<file path="config.mk">
export PLATFORM = sky130hd
export DESIGN_NAME = sync_length_frame_receiver
export DESIGN_NICKNAME = d
export VERILOG_FILES = /design/src/rtl/slfr_pkg.sv /design/src/rtl/sync_length_frame_receiver.sv
export SDC_FILE = /design/constraint.sdc
export NUM_CORES = 1
export LEC_CHECK = 0
export ABC_AREA = 1
export BUFFER_PORTS_ARGS = -buffer_cell sky130_fd_sc_hd__buf_2
export CAP_MARGIN = 20
export CORE_ASPECT_RATIO = 0.5
export CORE_MARGIN = 3
export CORE_UTILIZATION = 65
export CTS_BUF_LIST = sky130_fd_sc_hd__clkbuf_8
export CTS_CLUSTER_DIAMETER = 40
export DETAILED_ROUTE_END_ITERATION = 12
export GPL_ROUTABILITY_DRIVEN = 0
export PLACE_DENSITY = 0.84
export SLEW_MARGIN = 20
export SYNTH_ARGS = -nofsm -noshare
export SYNTH_HDL_FRONTEND = slang
export SYNTH_SLANG_ARGS = --single-unit
</file>
<file path="constraint.sdc">
create_clock -name clk -period 6 [get_ports clk]
set_input_delay 0.9 -clock clk [delete_from_list [all_inputs] [get_ports clk]]
set_output_delay 0.9 -clock clk [all_outputs]
set_load 0.1 [all_outputs]
</file>
<file path="src/rtl/slfr_pkg.sv">
// ----------------------------------------------------------------------------
// slfr_pkg
// Types and constants for the sync / length frame receiver.
// ----------------------------------------------------------------------------
package slfr_pkg;

	// Field widths
	localparam int unsigned ByteW  = 8;
	localparam int unsigned PosW   = 17;
	localparam int unsigned HdrW   = 5;
	localparam int unsigned CfgIdxW = 8;

	// Configuration register indexes
	localparam logic [CfgIdxW-1:0] REG_SYNC_FIRST      = 8'd0;
	localparam logic [CfgIdxW-1:0] REG_SYNC_SECOND     = 8'd1;
	localparam logic [CfgIdxW-1:0] REG_HEADER_BYTES    = 8'd2;
	localparam logic [CfgIdxW-1:0] REG_SIZE_BIG_ENDIAN = 8'd3;

	// Register reset values
	localparam logic [ByteW-1:0] SyncFirstRst     = 8'd2;
	localparam logic [ByteW-1:0] SyncSecondRst    = 8'd2;
	localparam logic [HdrW-1:0]  HeaderBytesRst   = 5'd7;
	localparam logic             SizeBigEndianRst = 1'b1;

	// Fixed frame positions of the preamble bytes and of the first body byte
	localparam logic [PosW-1:0] PosSync1 = 17'd0;
	localparam logic [PosW-1:0] PosSync2 = 17'd1;
	localparam logic [PosW-1:0] PosSize1 = 17'd2;
	localparam logic [PosW-1:0] PosSize2 = 17'd3;
	localparam logic [PosW-1:0] PosData  = 17'd4;

	// Receive phase, one-hot
	typedef enum logic [4:0] {
		PH_SYNC1 = 5'b00001,
		PH_SYNC2 = 5'b00010,
		PH_SIZE1 = 5'b00100,
		PH_SIZE2 = 5'b01000,
		PH_DATA  = 5'b10000
	} phase_t;

	// One result item
	typedef struct packed {
		logic [ByteW-1:0] out_byte;
		logic             in_frame;
		logic [PosW-1:0]  frame_pos;
		logic             frame_last;
	} result_t;

endpackage

</file>
<file path="src/rtl/sync_length_frame_receiver.sv">
// ----------------------------------------------------------------------------
// sync_length_frame_receiver
// Byte stream deframer: sync pair, two-byte size field, counted frame body.
//
// Takes one byte per item and returns one result per item, one item per clock
// sustained while out_stall stays low. Each byte goes through combinational
// phase logic into a result register; a one-entry skid register behind it
// lets the input keep taking items while a result waits, so in_stall rises
// only once both are full and does not depend on out_stall combinationally.
// Frame length is the size field plus header_bytes, at least four; every byte
// carries its frame position (first sync byte is 0) and a last mark. Indexes
// 4 and up are ignored. Configuration is written through cfg_valid/cfg_ready
// (always ready); the user writes it only while the block is idle, which the block does not enforce.
// ----------------------------------------------------------------------------
module sync_length_frame_receiver (
	input  logic                             clk,
	input  logic                             arst_n,
	// configuration write
	input  logic                             cfg_valid,
	output logic                             cfg_ready,
	input  logic [slfr_pkg::CfgIdxW-1:0]     cfg_index,
	input  logic [slfr_pkg::ByteW-1:0]       cfg_data,
	// input bytes
	input  logic                             in_valid,
	output logic                             in_stall,
	input  logic [slfr_pkg::ByteW-1:0]       in_byte,
	// results
	output logic                             out_valid,
	input  logic                             out_stall,
	output logic [slfr_pkg::ByteW-1:0]       out_byte,
	output logic                             in_frame,
	output logic [slfr_pkg::PosW-1:0]        frame_pos,
	output logic                             frame_last
);
	import slfr_pkg::*;

	// Configuration registers
	logic [ByteW-1:0] sync_first_q;
	logic [ByteW-1:0] sync_second_q;
	logic [HdrW-1:0]  header_bytes_q;
	logic             size_big_endian_q;

	// Receive state
	phase_t           phase_q;
	logic [PosW-1:0]  byte_count_q;
	logic [PosW-1:0]  frame_total_q;
	logic [ByteW-1:0] size_first_byte_q;

	// Result and skid registers
	result_t          out_q;
	logic             out_valid_q;
	result_t          skid_q;
	logic             skid_valid_q;

	// Next-state and result logic
	phase_t           phase_d;
	logic [PosW-1:0]  byte_count_d;
	logic [PosW-1:0]  frame_total_d;
	result_t          res;
	logic [15:0]      size_word;
	logic [PosW-1:0]  total_calc;
	logic [PosW-1:0]  count_inc;

	logic             accept;
	logic             take;

	assign cfg_ready = 1'b1;
	assign accept    = in_valid & ~skid_valid_q;
	assign take      = out_valid_q & ~out_stall;
	assign in_stall  = skid_valid_q;

	// Write configuration registers
	always_ff @(posedge clk or negedge arst_n) begin
		if (!arst_n) begin
			sync_first_q      <= SyncFirstRst;
			sync_second_q     <= SyncSecondRst;
			header_bytes_q    <= HeaderBytesRst;
			size_big_endian_q <= SizeBigEndianRst;
		end else if (cfg_valid && cfg_ready) begin
			unique case (cfg_index)
				REG_SYNC_FIRST:      sync_first_q      <= cfg_data;
				REG_SYNC_SECOND:     sync_second_q     <= cfg_data;
				REG_HEADER_BYTES:    header_bytes_q    <= cfg_data[HdrW-1:0];
				REG_SIZE_BIG_ENDIAN: size_big_endian_q <= cfg_data[0];
				default: ;
			endcase
		end
	end

	// Assemble the size field and the frame total
	always_comb begin
		if (size_big_endian_q) begin
			size_word = {size_first_byte_q, in_byte};
		end else begin
			size_word = {in_byte, size_first_byte_q};
		end
		total_calc = {1'b0, size_word} + {{(PosW-HdrW){1'b0}}, header_bytes_q};
		count_inc  = byte_count_q + 17'd1;
	end

	// Phase logic for one byte
	always_comb begin
		phase_d       = phase_q;
		byte_count_d  = byte_count_q;
		frame_total_d = frame_total_q;
		res.out_byte   = in_byte;
		res.in_frame   = 1'b0;
		res.frame_pos  = PosSync1;
		res.frame_last = 1'b0;
		unique case (phase_q)
			PH_SYNC2: begin
				if (in_byte == sync_second_q) begin
					res.in_frame  = 1'b1;
					res.frame_pos = PosSync2;
					byte_count_d  = PosSize1;
					phase_d       = PH_SIZE1;
				end else begin
					byte_count_d = PosSync1;
					phase_d      = PH_SYNC1;
				end
			end
			PH_SIZE1: begin
				res.in_frame  = 1'b1;
				res.frame_pos = PosSize1;
				byte_count_d  = PosSize2;
				phase_d       = PH_SIZE2;
			end
			PH_SIZE2: begin
				res.in_frame  = 1'b1;
				res.frame_pos = PosSize2;
				frame_total_d = total_calc;
				if (total_calc <= PosData) begin
					res.frame_last = 1'b1;
					byte_count_d   = PosSync1;
					phase_d        = PH_SYNC1;
				end else begin
					byte_count_d = PosData;
					phase_d      = PH_DATA;
				end
			end
			PH_DATA: begin
				res.in_frame  = 1'b1;
				res.frame_pos = byte_count_q;
				if (count_inc >= frame_total_q) begin
					res.frame_last = 1'b1;
					byte_count_d   = PosSync1;
					phase_d        = PH_SYNC1;
				end else begin
					byte_count_d = count_inc;
				end
			end
			default: begin
				if (in_byte == sync_first_q) begin
					res.in_frame = 1'b1;
					byte_count_d = PosSync2;
					phase_d      = PH_SYNC2;
				end else begin
					byte_count_d = PosSync1;
					phase_d      = PH_SYNC1;
				end
			end
		endcase
	end

	// Advance receive state on each accepted item
	always_ff @(posedge clk or negedge arst_n) begin
		if (!arst_n) begin
			phase_q           <= PH_SYNC1;
			byte_count_q      <= '0;
			frame_total_q     <= '0;
			size_first_byte_q <= '0;
		end else if (accept) begin
			phase_q       <= phase_d;
			byte_count_q  <= byte_count_d;
			frame_total_q <= frame_total_d;
			if (phase_q == PH_SIZE1) begin
				size_first_byte_q <= in_byte;
			end
		end
	end

	// Result register with skid stage behind it
	always_ff @(posedge clk or negedge arst_n) begin
		if (!arst_n) begin
			out_valid_q  <= 1'b0;
			skid_valid_q <= 1'b0;
		end else if (!out_valid_q || take) begin
			if (skid_valid_q) begin
				out_valid_q  <= 1'b1;
				skid_valid_q <= 1'b0;
			end else begin
				out_valid_q <= accept;
			end
		end else if (accept) begin
			skid_valid_q <= 1'b1;
		end
	end

	// Payload moves without reset
	always_ff @(posedge clk) begin
		if (!out_valid_q || take) begin
			if (skid_valid_q) begin
				out_q <= skid_q;
			end else if (accept) begin
				out_q <= res;
			end
		end else if (accept) begin
			skid_q <= res;
		end
	end

	assign out_valid  = out_valid_q;
	assign out_byte   = out_q.out_byte;
	assign in_frame   = out_q.in_frame;
	assign frame_pos  = out_q.frame_pos;
	assign frame_last = out_q.frame_last;

	// Skid entry only fills behind a held result
	a_skid_behind_out: assert property (@(posedge clk) disable iff (!arst_n)
		skid_valid_q |-> out_valid_q)
		else $error("skid holds an item while result register is empty");

	// Hunting bytes carry no position and no last mark
	a_discard_clean: assert property (@(posedge clk) disable iff (!arst_n)
		(out_valid_q && !out_q.in_frame) |-> (out_q.frame_pos == '0 && !out_q.frame_last))
		else $error("discarded byte carries frame position or last mark");

	// Body count starts after the size field
	a_data_count: assert property (@(posedge clk) disable iff (!arst_n)
		(phase_q == PH_DATA) |-> (byte_count_q >= PosData && byte_count_q < frame_total_q))
		else $error("body byte count out of frame range");

	// A full skid stage stalls the input
	a_stall_when_full: assert property (@(posedge clk) disable iff (!arst_n)
		(skid_valid_q && out_stall) |=> skid_valid_q && $stable(skid_q))
		else $error("skid item lost while output stalled");

endmodule

</file>
# Yosys cells after proc, flatten, opt, wreduce, memory -nomap -nowiden
# Index checks and enable logic that the tools add are counted.
# totals
wordCells	75
regBits	125
out_inout_bits	30
# classes
reduce_logical	15
order_cmp	2
bitwise_logic	5
n_addsub	2
muxes	23
n_eq_ne	10
# ops
op	n
case mux 17 bit (4 select lines)	2
two-way mux 27 bit	2
case mux 5 bit (4 select lines)	1
two-way mux 18 bit	1
AND reduction 2 bit	9
adder 16 x 5 -> 17 bit	1
adder 17 x 1 -> 17 bit, second input constant	1
>= comparator 17 bit	1
less-or-equal comparator 17 x 3 -> 1 bit, second input constant	1
two-way mux 17 bit	1
== test 8 x 2 -> 1 bit, second input constant	2
== test 8 bit	2
two-way mux 16 bit	1
two-way mux 5 bit	2
== test 8 x 1 -> 1 bit, second input constant	1
zero test 8 bit	1
two-way mux 1 bit	7
two-way mux 3 bit	2
== test 5 x 2 -> 1 bit, second input constant	1
== test 5 x 3 -> 1 bit, second input constant	1
== test 5 x 4 -> 1 bit, second input constant	1
== test 5 bit, second input constant	1
two-way mux 2 bit	2
case mux 1 bit (2 select lines)	2
7 further kinds	11

# Depth between registers and ports, before layout
# Gate-level depths: netlist of run 1.
# logic_depth
word_depth	7
mapped_depth	21

# Least setup slack after synthesis of run 1
# No wires, ideal clock.
# synth_timing
kind	register to register
from	register skid_valid_q (netlist: in_stall)
to	register out_q (netlist bit frame_last) (enable)
path_stages_with_launch	4
n_path_buf	1
arrival_ns	2.636
setup_time_ns	0.420
period_less_slack_ns	3.056
path_slack_ns	2.944
cell_sequence	dfrtp_1 clkbuf_1 nor2_1 a21oi_1
# synth_via
elab_chain_cells	4
# synth_rtl
item	line_no	source
from (decl)	sync_length_frame_receiver.sv:53	logic skid_valid_q;
from (signal assigned)	sync_length_frame_receiver.sv:186	skid_valid_q <= 1'b0;
from (signal assigned)	sync_length_frame_receiver.sv:190	skid_valid_q <= 1'b0;
from (signal assigned)	sync_length_frame_receiver.sv:195	skid_valid_q <= 1'b1;
NOT 1 bit	sync_length_frame_receiver.sv:68	assign accept = in_valid & ~skid_valid_q;
AND 1 bit	sync_length_frame_receiver.sv:68	
nonzero test 2 bit (no source line) (*)	-	
AND reduction 2 bit (no source line) (*)	-	
to (signal assigned)	sync_length_frame_receiver.sv:203	out_q <= skid_q;
to (signal assigned)	sync_length_frame_receiver.sv:205	out_q <= res;
to (decl)	sync_length_frame_receiver.sv:50	result_t out_q;
# Mark *: on every way between the ends. The rest lies on a longest branch, timed or not.
# A chain may end at the register's enable or synchronous reset.

# Worst setup path in the final report of run 1
# layout_timing
from	register byte_count_q[0]
to	register byte_count_q[9]
# layout_via
elab_chain_cells	4
# layout_rtl
item	line_no	source
from (decl)	sync_length_frame_receiver.sv:45	logic [PosW-1:0] byte_count_q;
from (signal assigned)	sync_length_frame_receiver.sv:174	byte_count_q <= byte_count_d;
adder 17 x 1 -> 17 bit (*)	sync_length_frame_receiver.sv:98	count_inc = byte_count_q + 17'd1;
>= comparator 17 bit	sync_length_frame_receiver.sv:144	if (count_inc >= frame_total_q) begin
two-way mux 17 bit (*)	sync_length_frame_receiver.sv:144	
case mux 17 bit (4 select lines) (*)	sync_length_frame_receiver.sv:110	unique case (phase_q)
# Marks and branches as above.

==> metrics.md, run 1 <==
| Metric | Value |
|---|---|
| Result of the run | finished, final reports clean |
| Reg2Reg Launch Point | byte_count_q[0] |
| 1st-iter DRT viols | approximately 430 |
| Ranking of synthesized cells by area | sky130_fd_sc_hd__edfxtp_1 (24%), sky130_fd_sc_hd__dfrtp_1 (24%), sky130_fd_sc_hd__nand2_1 (13%), sky130_fd_sc_hd__inv_1 (5.7%), sky130_fd_sc_hd__o21ai_0 (5.4%) |
| Minimum period implied by the final worst setup slack | 3.82 ns |
| Share of the cycle needed by the critical path after routing | around 64% |
| DIE AREA | 11600 sq um |
| Final net count | around 910 |
| Nets in the synthesized netlist | between 800 and 900 |
| Flip-flop and latch area | roughly 3400 sq um |
| Post-CTS Repair Setup Buffers | 0 |
| Final hold violation count | 0 |
| Final setup violation count | 0 |
| Share of layout cells above drive strength 1 | 15.9% |
| Warnings from Yosys | 0 |
| Maximum clock rate | about 260 MHz |
| Drt pass-1 iters | 8 |
| Core Util, Final | slightly below 80% |
| Number of placed instances with taps included | 969 |
| Hold wc startpoint | frame_total_q[9] |
| Remaining global-route overflow | 0 |
| Power Density | 272 nW/um^2 |
| Wire length of the first global-routing pass | 25600 um |
| Hold Buf Count CTS | 0 |
| Critical path type | reg2reg |
| Largest fanout on the critical path | 7 |
| CP dominant cell by count | sky130_fd_sc_hd__nand2_1 |
| Worst hold stages | 2 |
| Total area of multi-input combinational cells | 2820 sq um |
| Critical Path Slowest Stage Cell | sky130_fd_sc_hd__dfrtp_1 |
| Slew of the pin with the lowest slew margin | between 0.9 and 1 ns |
| Antenna violations before repair | 0 |
| Crit path buffers/inverters | 1 |
| TritonCTS buffer count | 17 |
| Number of inserted diodes | 0 |
| Max rail drop VDD | 0.160 mV |
| Hold/Removal Path Class | reg2reg |
| Mean number of vias per cell | between 5 and 6 |
| I/O pins | 59 |
| Clock Pin Slew Worst Setup and Hold Paths | approximately 0.080 ns |
| Post-layout total power | approximately 2000 uW |
| Post-Synthesis Cells | 792 |
| Worst max-slew margin expressed relative to the limit | a little under two fifths |
| H-tree levels | 4 |
| Cell area after layout | roughly 7500 sq um |
| Reg2reg setup slack | around 2.2 ns |
| Register area share after synthesis | just over 50% |
| Crit path required time | approximately 6.3 ns |
| Die span in y | around 78 um |
| Worst-case reg-to-reg path depth | 17 |
| Largest net degree at the start of global routing | 72 |
| Global router's overall resource usage | roughly 28% |
| Total routed wirelength | between 10000 and 15000 um |
| Leak pwr | around 0.0035 uW |
| Number of buffers added on ports | 57 |
| Non-filler cells, final | around 1000 |
| List of cells traversed by the critical path | ha_1 -> nand2_1 -> nor3_2 -> nand4_1 -> nor4_1 -> nand2_1 -> xor2_1 -> ha_1 -> a21oi_1 -> o21ai_0 -> a21oi_1 -> nand4_1 -> nor2_1 -> nand2_2 -> inv_1 -> nand2_1 -> o21ai_0 |
| Post-CTS Resized | 0 |
| Effective utilization at floorplan | about 69% |
| CTS tree | yes |
| Share of the synthesized area in the top cell type | between 20% and 30% |
| CTS sink count | 125 |
| Crit path largest cell delay | about 0.39 ns |
| Final-report max-slew violation count | 0 |
| Clock root buffer | sky130_fd_sc_hd__clkbuf_8 |
| Wire length per cell | roughly 15 um |
| Cell Area, Placed | approximately 7000 sq um |
| Clock network latency to the later pin of the worst-skew pair | 0.44 ns |
| CP endpoint kind | flop |
| R2R Path End | byte_count_q[9] |
| DIE WIDTH | 150 um |
| Area overhead of the layout relative to synthesis | 11.9% |
| Number of fill cells in the layout | around 700 |
| Netlist Area Pre-Place | about 6700 sq um |
| Core Rows | 25 |
| Remaining number of nets flagged by the antenna check after routing | 0 |
| Via count of the first global-routing pass | 5426 |
| Setup TNS Final | 0 ns |
| Top delay family on crit path | simple AND/OR/NAND/NOR gates |
| Core area | roughly 10000 sq um |
| Number of storage elements in the synthesis netlist | roughly 130 |
| Count of maximum capacitance violations | 0 |
| Post-synthesis cell type with the largest combined area | sky130_fd_sc_hd__edfxtp_1 |
| Vias | 5528 |
| Unrepaired setup endpoints after global routing | no |
| Worst setup skew after layout | 0.0134 ns |
| Count of different cell masters after synthesis | 42 |
| Worst Path Arrival | roughly 4.2 ns |
| Clock buffer depth | 2 |
| DRC violations left | 0 |
| Half-perimeter wire length after placement | about 11000 um |
| Terminating pin of the worst hold path | frame_total_q[9] |
| Sort of element at the start of the critical path | flop |
| Mean instance size in the synthesized netlist | approximately 8.5 sq um |
-- worst max path at each step --
stage / from / endpoint / slack, ns / cells after the start
after global routing: byte_count_q[0] / byte_count_q[10] / 1.76 / 17
after global placement: in_byte[0] / frame_last / 2.60 / 18
after detailed placement: byte_count_q[0] / byte_count_q[6] / 2.43 / 17
after CTS: byte_count_q[0] / byte_count_q[9] / 2.32 / 17
final: byte_count_q[0] / byte_count_q[9] / 2.18 / 17
after floorplan: in_stall / frame_last / 2.94 / 3
-- power breakdown --
group / internal (uW) / total, uW / switching (uW)
Sequential: 942 / 964 / 21.6
Clock: 392 / 742 / 350
Combinational: 75.4 / 338 / 263
Total: 1410 / 2040 / 635
-- cell families (layout without fill, tap and decap cells) --
group / after synthesis / after routing / share of synthesized area [%]
buf+inv: 124 / 198 / 7.29
simple gates: 388 / 388 / 25.5
flops: 125 / 125 / 50.8
xor+xnor: 28 / 28 / 3.66
compound gates: 102 / 102 / 8.06
other cells: 1 / 1 / 0.0559
fa+ha+maj: 24 / 24 / 4.59
-- cells in the mapped netlist --
| library cell | number |
|---|---|
| sky130_fd_sc_hd__and3_1 | 1 |
| sky130_fd_sc_hd__nor2_1 | 49 |
| sky130_fd_sc_hd__inv_1 | 101 |
| sky130_fd_sc_hd__clkbuf_1 | 11 |
| sky130_fd_sc_hd__ha_1 | 23 |
| sky130_fd_sc_hd__nor3_2 | 4 |
| sky130_fd_sc_hd__o21ai_1 | 2 |
| sky130_fd_sc_hd__dfstp_2 | 7 |
| sky130_fd_sc_hd__o31ai_1 | 1 |
| sky130_fd_sc_hd__or4_1 | 1 |
| sky130_fd_sc_hd__nor2_4 | 2 |
| sky130_fd_sc_hd__clkinv_1 | 1 |
| sky130_fd_sc_hd__a21oi_1 | 13 |
| sky130_fd_sc_hd__nor2_2 | 1 |
| sky130_fd_sc_hd__inv_2 | 3 |
| sky130_fd_sc_hd__clkbuf_2 | 1 |
| sky130_fd_sc_hd__dfrtp_1 | 64 |
| sky130_fd_sc_hd__nand2_1 | 238 |
| sky130_fd_sc_hd__buf_2 | 3 |
| sky130_fd_sc_hd__nand4_1 | 23 |
| sky130_fd_sc_hd__xor2_1 | 17 |
| sky130_fd_sc_hd__conb_1 | 1 |
| sky130_fd_sc_hd__xnor2_1 | 11 |
| sky130_fd_sc_hd__nand3_2 | 2 |
| sky130_fd_sc_hd__edfxtp_1 | 54 |
| sky130_fd_sc_hd__nor4_1 | 6 |
| sky130_fd_sc_hd__buf_4 | 1 |
| sky130_fd_sc_hd__buf_1 | 1 |
| sky130_fd_sc_hd__nand2_2 | 15 |
| sky130_fd_sc_hd__nor3_1 | 10 |
| sky130_fd_sc_hd__buf_6 | 2 |
| sky130_fd_sc_hd__o211ai_1 | 1 |
| sky130_fd_sc_hd__fa_1 | 1 |
| sky130_fd_sc_hd__o22ai_1 | 5 |
| sky130_fd_sc_hd__nor3b_2 | 1 |
| sky130_fd_sc_hd__nand3_1 | 27 |
| sky130_fd_sc_hd__o21ai_2 | 4 |
| sky130_fd_sc_hd__nand3b_1 | 3 |
| sky130_fd_sc_hd__a31oi_1 | 3 |
| sky130_fd_sc_hd__or2_2 | 4 |
| sky130_fd_sc_hd__o21ai_0 | 73 |
| sky130_fd_sc_hd__nand4_2 | 1 |
-- worst reg2reg max path, stage by stage, from the launching register on --
cell and delay, ns:
sky130_fd_sc_hd__dfrtp_1 0.39, sky130_fd_sc_hd__ha_1 0.20, sky130_fd_sc_hd__nand2_1 0.09, sky130_fd_sc_hd__nor3_2 0.25
sky130_fd_sc_hd__nand4_1 0.19, sky130_fd_sc_hd__nor4_1 0.39, sky130_fd_sc_hd__nand2_1 0.13, sky130_fd_sc_hd__xor2_1 0.25
sky130_fd_sc_hd__ha_1 0.32, sky130_fd_sc_hd__a21oi_1 0.16, sky130_fd_sc_hd__o21ai_0 0.10, sky130_fd_sc_hd__a21oi_1 0.13
sky130_fd_sc_hd__nand4_1 0.14, sky130_fd_sc_hd__nor2_1 0.37, sky130_fd_sc_hd__nand2_2 0.20, sky130_fd_sc_hd__inv_1 0.24
sky130_fd_sc_hd__nand2_1 0.07, sky130_fd_sc_hd__o21ai_0 0.09
-- flip-flops by register name, summed over array words and instances (netlist names) --
| signal | count |
|---|---|
| byte_count_q | 17 |
| frame_last | 1 |
| frame_pos | 17 |
| frame_total_q | 17 |
| header_bytes_q | 5 |
| in_frame | 1 |
| in_stall | 1 |
| out_byte | 8 |
| out_valid | 1 |
| phase_q | 5 |
| size_big_endian_q | 1 |
| size_first_byte_q | 8 |
| skid_q | 27 |
| sync_first_q | 8 |
| sync_second_q | 8 |
-- cells in the final DEF (no fill, tap or decap), types with 3 or more instances in the layout --
cell	instances
sky130_fd_sc_hd__ha_1	23
sky130_fd_sc_hd__dfrtp_1	64
sky130_fd_sc_hd__a31oi_1	3
sky130_fd_sc_hd__nor3_1	10
sky130_fd_sc_hd__nand4_1	23
sky130_fd_sc_hd__a21oi_1	12
sky130_fd_sc_hd__dfstp_2	7
sky130_fd_sc_hd__nand2_1	238
sky130_fd_sc_hd__nor4_1	6
sky130_fd_sc_hd__clkinvlp_4	5
sky130_fd_sc_hd__inv_1	102
sky130_fd_sc_hd__nand3b_1	3
sky130_fd_sc_hd__nor3_2	4
sky130_fd_sc_hd__o22ai_1	5
sky130_fd_sc_hd__nor2_1	48
sky130_fd_sc_hd__o21ai_0	73
sky130_fd_sc_hd__clkbuf_8	19
sky130_fd_sc_hd__xor2_1	17
sky130_fd_sc_hd__o21ai_2	4
sky130_fd_sc_hd__edfxtp_1	54
sky130_fd_sc_hd__nand2_2	15
sky130_fd_sc_hd__or2_2	4
sky130_fd_sc_hd__xnor2_1	11
sky130_fd_sc_hd__buf_2	57
sky130_fd_sc_hd__inv_2	3
sky130_fd_sc_hd__buf_4	4
sky130_fd_sc_hd__nand3_1	27
-- routing by layer --
metal	vias up	wire length (um)	GRT usage, %
li1	2712	-	-
met1	2569	6580	36.3
met2	220	7110	46.9
met3	27	1030	6.83
met4	0	221	8.12
met5	-	0	0
-- metrics by stage --
stage          setup WS [ns]  hold WS [ns]
2_1_floorplan           2.94         0.446
3_3_place_gp            2.60         0.467
3_5_place_dp            2.43         0.474
4_1_cts                 2.32         0.492
5_1_grt                 1.76         0.511
6_report                2.18         0.490
-- layout make-up --
cell class	count	area share, %
Timing Repair Buffer	61	4.20
Inverter	105	5.25
Tap cell	135	2.25
Clock inverter	13	1.88
Clock buffer	19	3.48
Sequential cell	125	45.4
Multi-Input combinational cell	543	37.5
(Power assumes the default switching activity.)
==> inputs of run 2 (changes only) <==
CORE_UTILIZATION = 56   (was 65)
PLACE_DENSITY = 0.77   (was 0.84)
clock period = 3.15 ns   (was 6 ns; I/O delays follow)
==> run 2 against run 1 <==
Effect of this change:
- the run now ends with setup timing left
- clock skew fell by 0.0018 ns
- wire length rose by 2.1%
- design area rose by 5.9%
- core utilization fell by 7.0 points
- combinational power rose by 100%
- critical path depth did not move
- register-to-register slack got worse by 2.3 ns
- highest routed layer unchanged
==> metrics.md, run 2 (synthesis gave the netlist of run 1 again) <==
| Metric | Value |
|---|---|
| Hold Buf Count CTS | 0 |
| Area overhead of the layout relative to synthesis | 18.5% |
| Total routed wirelength | between 15000 and 20000 um |
| Core area | 11300 sq um |
| Wire length per cell | approximately 15 um |
| Wire length of the first global-routing pass | 24600 um |
| Highest-count cells in the layout ignoring fill and taps | sky130_fd_sc_hd__nand2_1 (235), sky130_fd_sc_hd__inv_1 (98), sky130_fd_sc_hd__o21ai_0 (67) |
| Die span in y | 83.4 um |
| Core Util, Final | between 70 and 80% |
| List of cells traversed by the critical path | ha_2 -> nand2_2 -> nor3_4 -> nand4_1 -> nor4_2 -> nand2_1 -> xor2_2 -> ha_4 -> nand4_1 -> or2_4 -> nor3_2 -> nand2_1 -> nand4_1 -> nor2_4 -> buf_4 -> nand3_1 -> o21ai_0 |
| Number of buffers added on ports | 57 |
| Share of the cycle needed by the critical path after routing | 103% |
| Effective utilization at floorplan | 59.3% |
| Remaining number of nets flagged by the antenna check after routing | 0 |
| Register ranked first by flip-flop count | skid_q |
| Largest fanout on the critical path | 5 |
| DIE WIDTH | ~160 um |
| Clock buffer depth | 2 |
| Minimum period implied by the final worst setup slack | roughly 3.3 ns |
| 1st-iter DRT viols | approximately 450 |
| Critical path type | reg2reg |
| CP dominant cell by count | sky130_fd_sc_hd__nand4_1 |
| Hold/Removal Path Class | in2async |
| Global router's overall resource usage | 22.7% |
| TritonCTS buffer count | 17 |
| Antenna violations before repair | 0 |
| Worst Path Arrival | 3.56 ns |
| DP Worst Slack | -0.109 ns |
| Unrepaired setup endpoints after global routing | yes |
| Maximum clock rate | ~310 MHz |
| Crit path largest cell delay | between 0.3 and 0.4 ns |
| Count of maximum capacitance violations | 0 |
| Clock network latency to the later pin of the worst-skew pair | between 0.4 and 0.5 ns |
| CTS tree | yes |
| Half-perimeter wire length after placement | between 10000 and 15000 um |
| DRC violations left | 0 |
| Final setup slack of the worst path | -0.101 ns |
| Violated checks | setup timing |
| Remaining global-route overflow | 0 |
| Mean number of vias per cell | between 5 and 6 |
| Crit path required time | ~3.5 ns |
| Via count of the first global-routing pass | approximately 5300 |
| Final-report max-slew violation count | 0 |
| I/O pins | between 50 and 60 |
| H-tree levels | 4 |
| Sort of element at the start of the critical path | flop |
| CTS sink count | between 100 and 150 |
| DIE AREA | 13400 sq um |
| Crit path buffers/inverters | 1 |
| Slew of the pin with the lowest slew margin | 0.932 ns |
| CP endpoint kind | flop |
| Final net count | slightly above 900 |
| Number of flip-flops in the largest register | 27 |
| Leak pwr | ~0.0037 uW |
| Clock Pin Slew Worst Setup and Hold Paths | 0.08 ns |
| Clock root buffer | sky130_fd_sc_hd__clkbuf_8 |
| Largest net degree at the start of global routing | 72 |
| Worst max-slew margin expressed relative to the limit | 37.9% |
| Result of the run | complete, but fails checks |
| Drt pass-1 iters | 5 |
| Critical Path Slowest Stage Cell | sky130_fd_sc_hd__dfrtp_1 |
| Number of inserted diodes | 0 |
| Worst setup skew after layout | about 0.012 ns |
| Final setup violation count | 21 |
| Final hold violation count | 0 |
| Top delay family on crit path | simple AND/OR/NAND/NOR gates |
| Power Density | 515 nW/um^2 |
| Most common cell after layout, fill and taps aside | sky130_fd_sc_hd__nand2_1 |
| Core Rows | 27 |
| Share of layout cells above drive strength 1 | about 21% |
| Vias | about 5600 |
| Max rail drop VDD | between 0.2 and 0.3 mV |
[run 2: final cells by class]
cell class                      count  area [sq um]
Sequential cell                   125          3410
Fill cell                         860          3370
Multi-Input combinational cell    543          3010
Timing Repair Buffer               82           484
Inverter                          105           399
Clock buffer                       19           262
Tap cell                          159           199
Clock inverter                     13           186
[run 2: per-layer routing]
metal / global-route usage, % / routed length (um) / vias to the layer above
met5: 0 / 0 / -
met1: 29.7 / 6760 / 2553
met2: 37.1 / 7090 / 226
met3: 5.98 / 1010 / 44
li1: - / - / 2751
met4: 7.73 / 397 / 0
[run 2: per-stage QoR]
step / power [uW] / area [sq um] / TNS [ns] / std cells / hold WS, ns
detailed placement: 2510 / 7240 / -0.525 / 1007 / 0.473
global route: 4270 / 7940 / -5.74 / 1046 / 0.286
global placement: 2500 / 7240 / 0 / 1007 / 0.469
floorplan: 2360 / 6710 / 0 / 792 / 0.177
CTS: 4080 / 7730 / -0.0106 / 1041 / 0.268
finish: 4090 / 7940 / -1.20 / 1046 / 0.244
[run 2: worst paths after layout]
path,start,endpoint,slack [ns],cells after the start
min,arst_n,byte_count_q[6],0.24,2
min reg2reg,frame_total_q[16],frame_total_q[16],0.49,2
min in group clk,cfg_data[6],sync_first_q[6],0.29,3
max reg2reg,byte_count_q[1],byte_count_q[8],-0.10,17
max,byte_count_q[1],byte_count_q[8],-0.10,17
max in group asynchronous,arst_n,header_bytes_q[4],2.29,2
[run 2: what timing repair did]
action,4_1_cts,5_1_grt
pin swaps,7,24
resized for setup,9,42
endpoints found under the setup margin,20,24
hold endpoints to repair,0,0
buffers inserted,2,5
[run 2: power by group]
group          total (uW)  switching (uW)  internal [uW]  leakage (uW)
sequential           1830            32.5           1790       0.00142
combinational         679             519            161       0.00204
clock                1590             678            909      0.000215
total                4090            1230           2860       0.00368
==> inputs of run 3 (changes only) <==
TNS_END_PERCENT = 5   (was default)
==> run 3 against run 2 <==
Effect of this change:
- via count is 2.8% lower
- non-clock buffer count is 5 lower
- setup slack worse by 0.10 ns
- critical path depth is 1 higher
- total power is 0.53% lower
- design area is 2.1% lower
- first-iteration DRC count is 21% lower
- the run still ends with setup timing left
- maximum frequency is 3.1% lower
==> metrics.md, run 3 (synthesis gave the netlist of run 1 again) <==
| Metric | Value |
|---|---|
| Remaining global-route overflow | 0 |
| Highest-count cells in the layout ignoring fill and taps | sky130_fd_sc_hd__nand2_1 (236), sky130_fd_sc_hd__inv_1 (100), sky130_fd_sc_hd__o21ai_0 (71) |
| Net switching fraction of the power | roughly 30% |
| Global router's overall resource usage | a little under a quarter |
| Critical path type | reg2reg |
| Most common cell after layout, fill and taps aside | sky130_fd_sc_hd__nand2_1 |
| Worst hold slack | ~0.24 ns |
| DIE WIDTH | approximately 160 um |
| Sort of element at the start of the critical path | flop |
| Combinational share of power | 16.2% |
| Register ranked first by flip-flop count | skid_q |
| CTS sink count | roughly 130 |
| Clock buffer depth | 2 |
| TritonCTS buffer count | 17 |
| DP Worst Slack | -0.109 ns |
| Clock Pin Slew Worst Setup and Hold Paths | approximately 0.080 ns |
| Core area | roughly 11000 sq um |
| Die span in y | 83.4 um |
| Result of the run | complete, but fails checks |
| Minimum period implied by the final worst setup slack | between 3 and 4 ns |
| Number of flip-flops in the largest register | 27 |
| Core Rows | 27 |
| NetSw | 1220 uW |
| Worst max-slew margin expressed relative to the limit | a little under two fifths |
| DIE AREA | roughly 13000 sq um |
| Drt pass-1 iters | 5 |
| Crit path required time | around 3.5 ns |
| Final setup slack of the worst path | -0.203 ns |
| Number of fill cells in the layout | 900 |
| Via count of the first global-routing pass | around 5200 |
| Mean number of vias per cell | between 5 and 6 |
| Final net count | 922 |
| Clock network latency to the later pin of the worst-skew pair | between 0.4 and 0.5 ns |
| Setup TNS Final | -1.40 ns |
| Effective utilization at floorplan | between 50% and 60% |
| Total routed wirelength | 14500 um |
| Wire length of the first global-routing pass | approximately 24000 um |
| DRC violations left | 0 |
| Sequential share of power | between 40% and 50% |
| Count of maximum capacitance violations | 0 |
| Reg2Reg Launch Point | byte_count_q[1] |
| Hold/Removal Path Class | in2async |
| Wire length per cell | approximately 14 um |
| Clock share of power | approximately two fifths |
| CTS tree | yes |
| Half-perimeter wire length after placement | roughly 11000 um |
| Slew of the pin with the lowest slew margin | between 0.9 and 1 ns |
| H-tree levels | 4 |
| Largest net degree at the start of global routing | slightly above 70 |
| Power Density | roughly 520 nW/um^2 |
| Worst setup skew after layout | around 0.011 ns |
| Leak pwr | between 0.003 and 0.004 uW |
| Unrepaired setup endpoints after global routing | yes |
| Number of placed instances with taps included | about 1000 |
| Remaining number of nets flagged by the antenna check after routing | 0 |
| Antenna violations before repair | 0 |
| Share of the cycle needed by the critical path after routing | 106% |
| Max rail drop VDD | between 0.2 and 0.3 mV |
| Vias | ~5400 |
| Violated checks | setup timing |
| CP endpoint kind | flop |
| Worst Path Arrival | 3.71 ns |
| Final-report max-slew violation count | 0 |
| I/O pins | 59 |
| Final setup violation count | 20 |
| Hold Buf Count CTS | 0 |
| Non-filler cells, final | between 1000 and 1500 |
| Number of buffers added on ports | between 50 and 60 |
| Clock root buffer | sky130_fd_sc_hd__clkbuf_8 |
| Share of layout cells above drive strength 1 | about a fifth |
| Largest fanout on the critical path | 4 |
| Number of inserted diodes | 0 |
| Area overhead of the layout relative to synthesis | 15.9% |
| 1st-iter DRT viols | 355 |
| Maximum clock rate | around 300 MHz |
| Final hold violation count | 0 |
| Worst setup startpoint | byte_count_q[1] |
| Internal Power | 2850 uW |
[run 3: power by group through the flow]
stage          Combinational [uW]  Clock (uW)  Sequential (uW)
3_3_place_gp                  640           0             1860
5_1_grt                       726        1690             1830
3_5_place_dp                  653           0             1860
4_1_cts                       657        1600             1830
6_report                      660        1580             1830
2_1_floorplan                 285           0             2080
[run 3: final timing paths]
kind	cells after the start	end	slack, ns
worst max-delay path	18	phase_q[4]	-0.20
worst min-delay path	2	byte_count_q[10]	0.24
worst max register to register	18	phase_q[4]	-0.20
worst min register to register	2	frame_total_q[16]	0.49
max in group asynchronous	2	size_first_byte_q[3]	2.30
min in group clk	3	sync_first_q[6]	0.29
[run 3: through the flow]
step | utilization (%) | total power [uW] | cell area [sq um]
after floorplan | - | 2360 | 6710
after global placement | 63.9 | 2500 | 7240
after detailed placement | 63.9 | 2510 | 7240
after CTS | 68.1 | 4080 | 7710
after global routing | 68.7 | 4250 | 7770
final | 68.7 | 4070 | 7770
[run 3: timing repair]
action / in CTS / in global routing
gates resized for setup: 6 / 15
endpoints found under the setup margin: 20 / 24
setup buffers: 0 / 2
pin swaps: 0 / 13
[run 3: area by class of cell]
type                    instances  area (sq um)  share of cell area, %
inverters                     105           397                   5.10
well taps                     159           199                   2.56
flip-flops and latches        125          3410                   43.8
clock buffers                  19           262                   3.36
repair buffers                 77           443                   5.70
multi-input cells             543          2880                   37.1
clock inverters                13           186                   2.40
[run 3: worst max-delay path, cell delays in order (launching register included)]
cell and delay, ns:
sky130_fd_sc_hd__dfrtp_1 0.39, sky130_fd_sc_hd__ha_2 0.21, sky130_fd_sc_hd__nand2_2 0.08, sky130_fd_sc_hd__nor3_4 0.13, sky130_fd_sc_hd__nand4_1 0.15, sky130_fd_sc_hd__nor4_2 0.31, sky130_fd_sc_hd__nand2_1 0.16, sky130_fd_sc_hd__xor2_2 0.18
sky130_fd_sc_hd__ha_1 0.34, sky130_fd_sc_hd__nand4_1 0.08, sky130_fd_sc_hd__or2_4 0.24, sky130_fd_sc_hd__nor3_2 0.17, sky130_fd_sc_hd__nand2_1 0.08, sky130_fd_sc_hd__nand4_1 0.16, sky130_fd_sc_hd__nor2_4 0.08, sky130_fd_sc_hd__buf_6 0.12
sky130_fd_sc_hd__nor2_4 0.14, sky130_fd_sc_hd__nand3_2 0.15, sky130_fd_sc_hd__o21ai_1 0.11
[run 3: metal layers]
metal	GRT usage, %	wire [um]	vias up
met5	0	0	-
met4	7.49	321	0
met3	6.13	950	32
met2	36.9	6620	184
met1	29.6	6640	2461
li1	-	-	2743
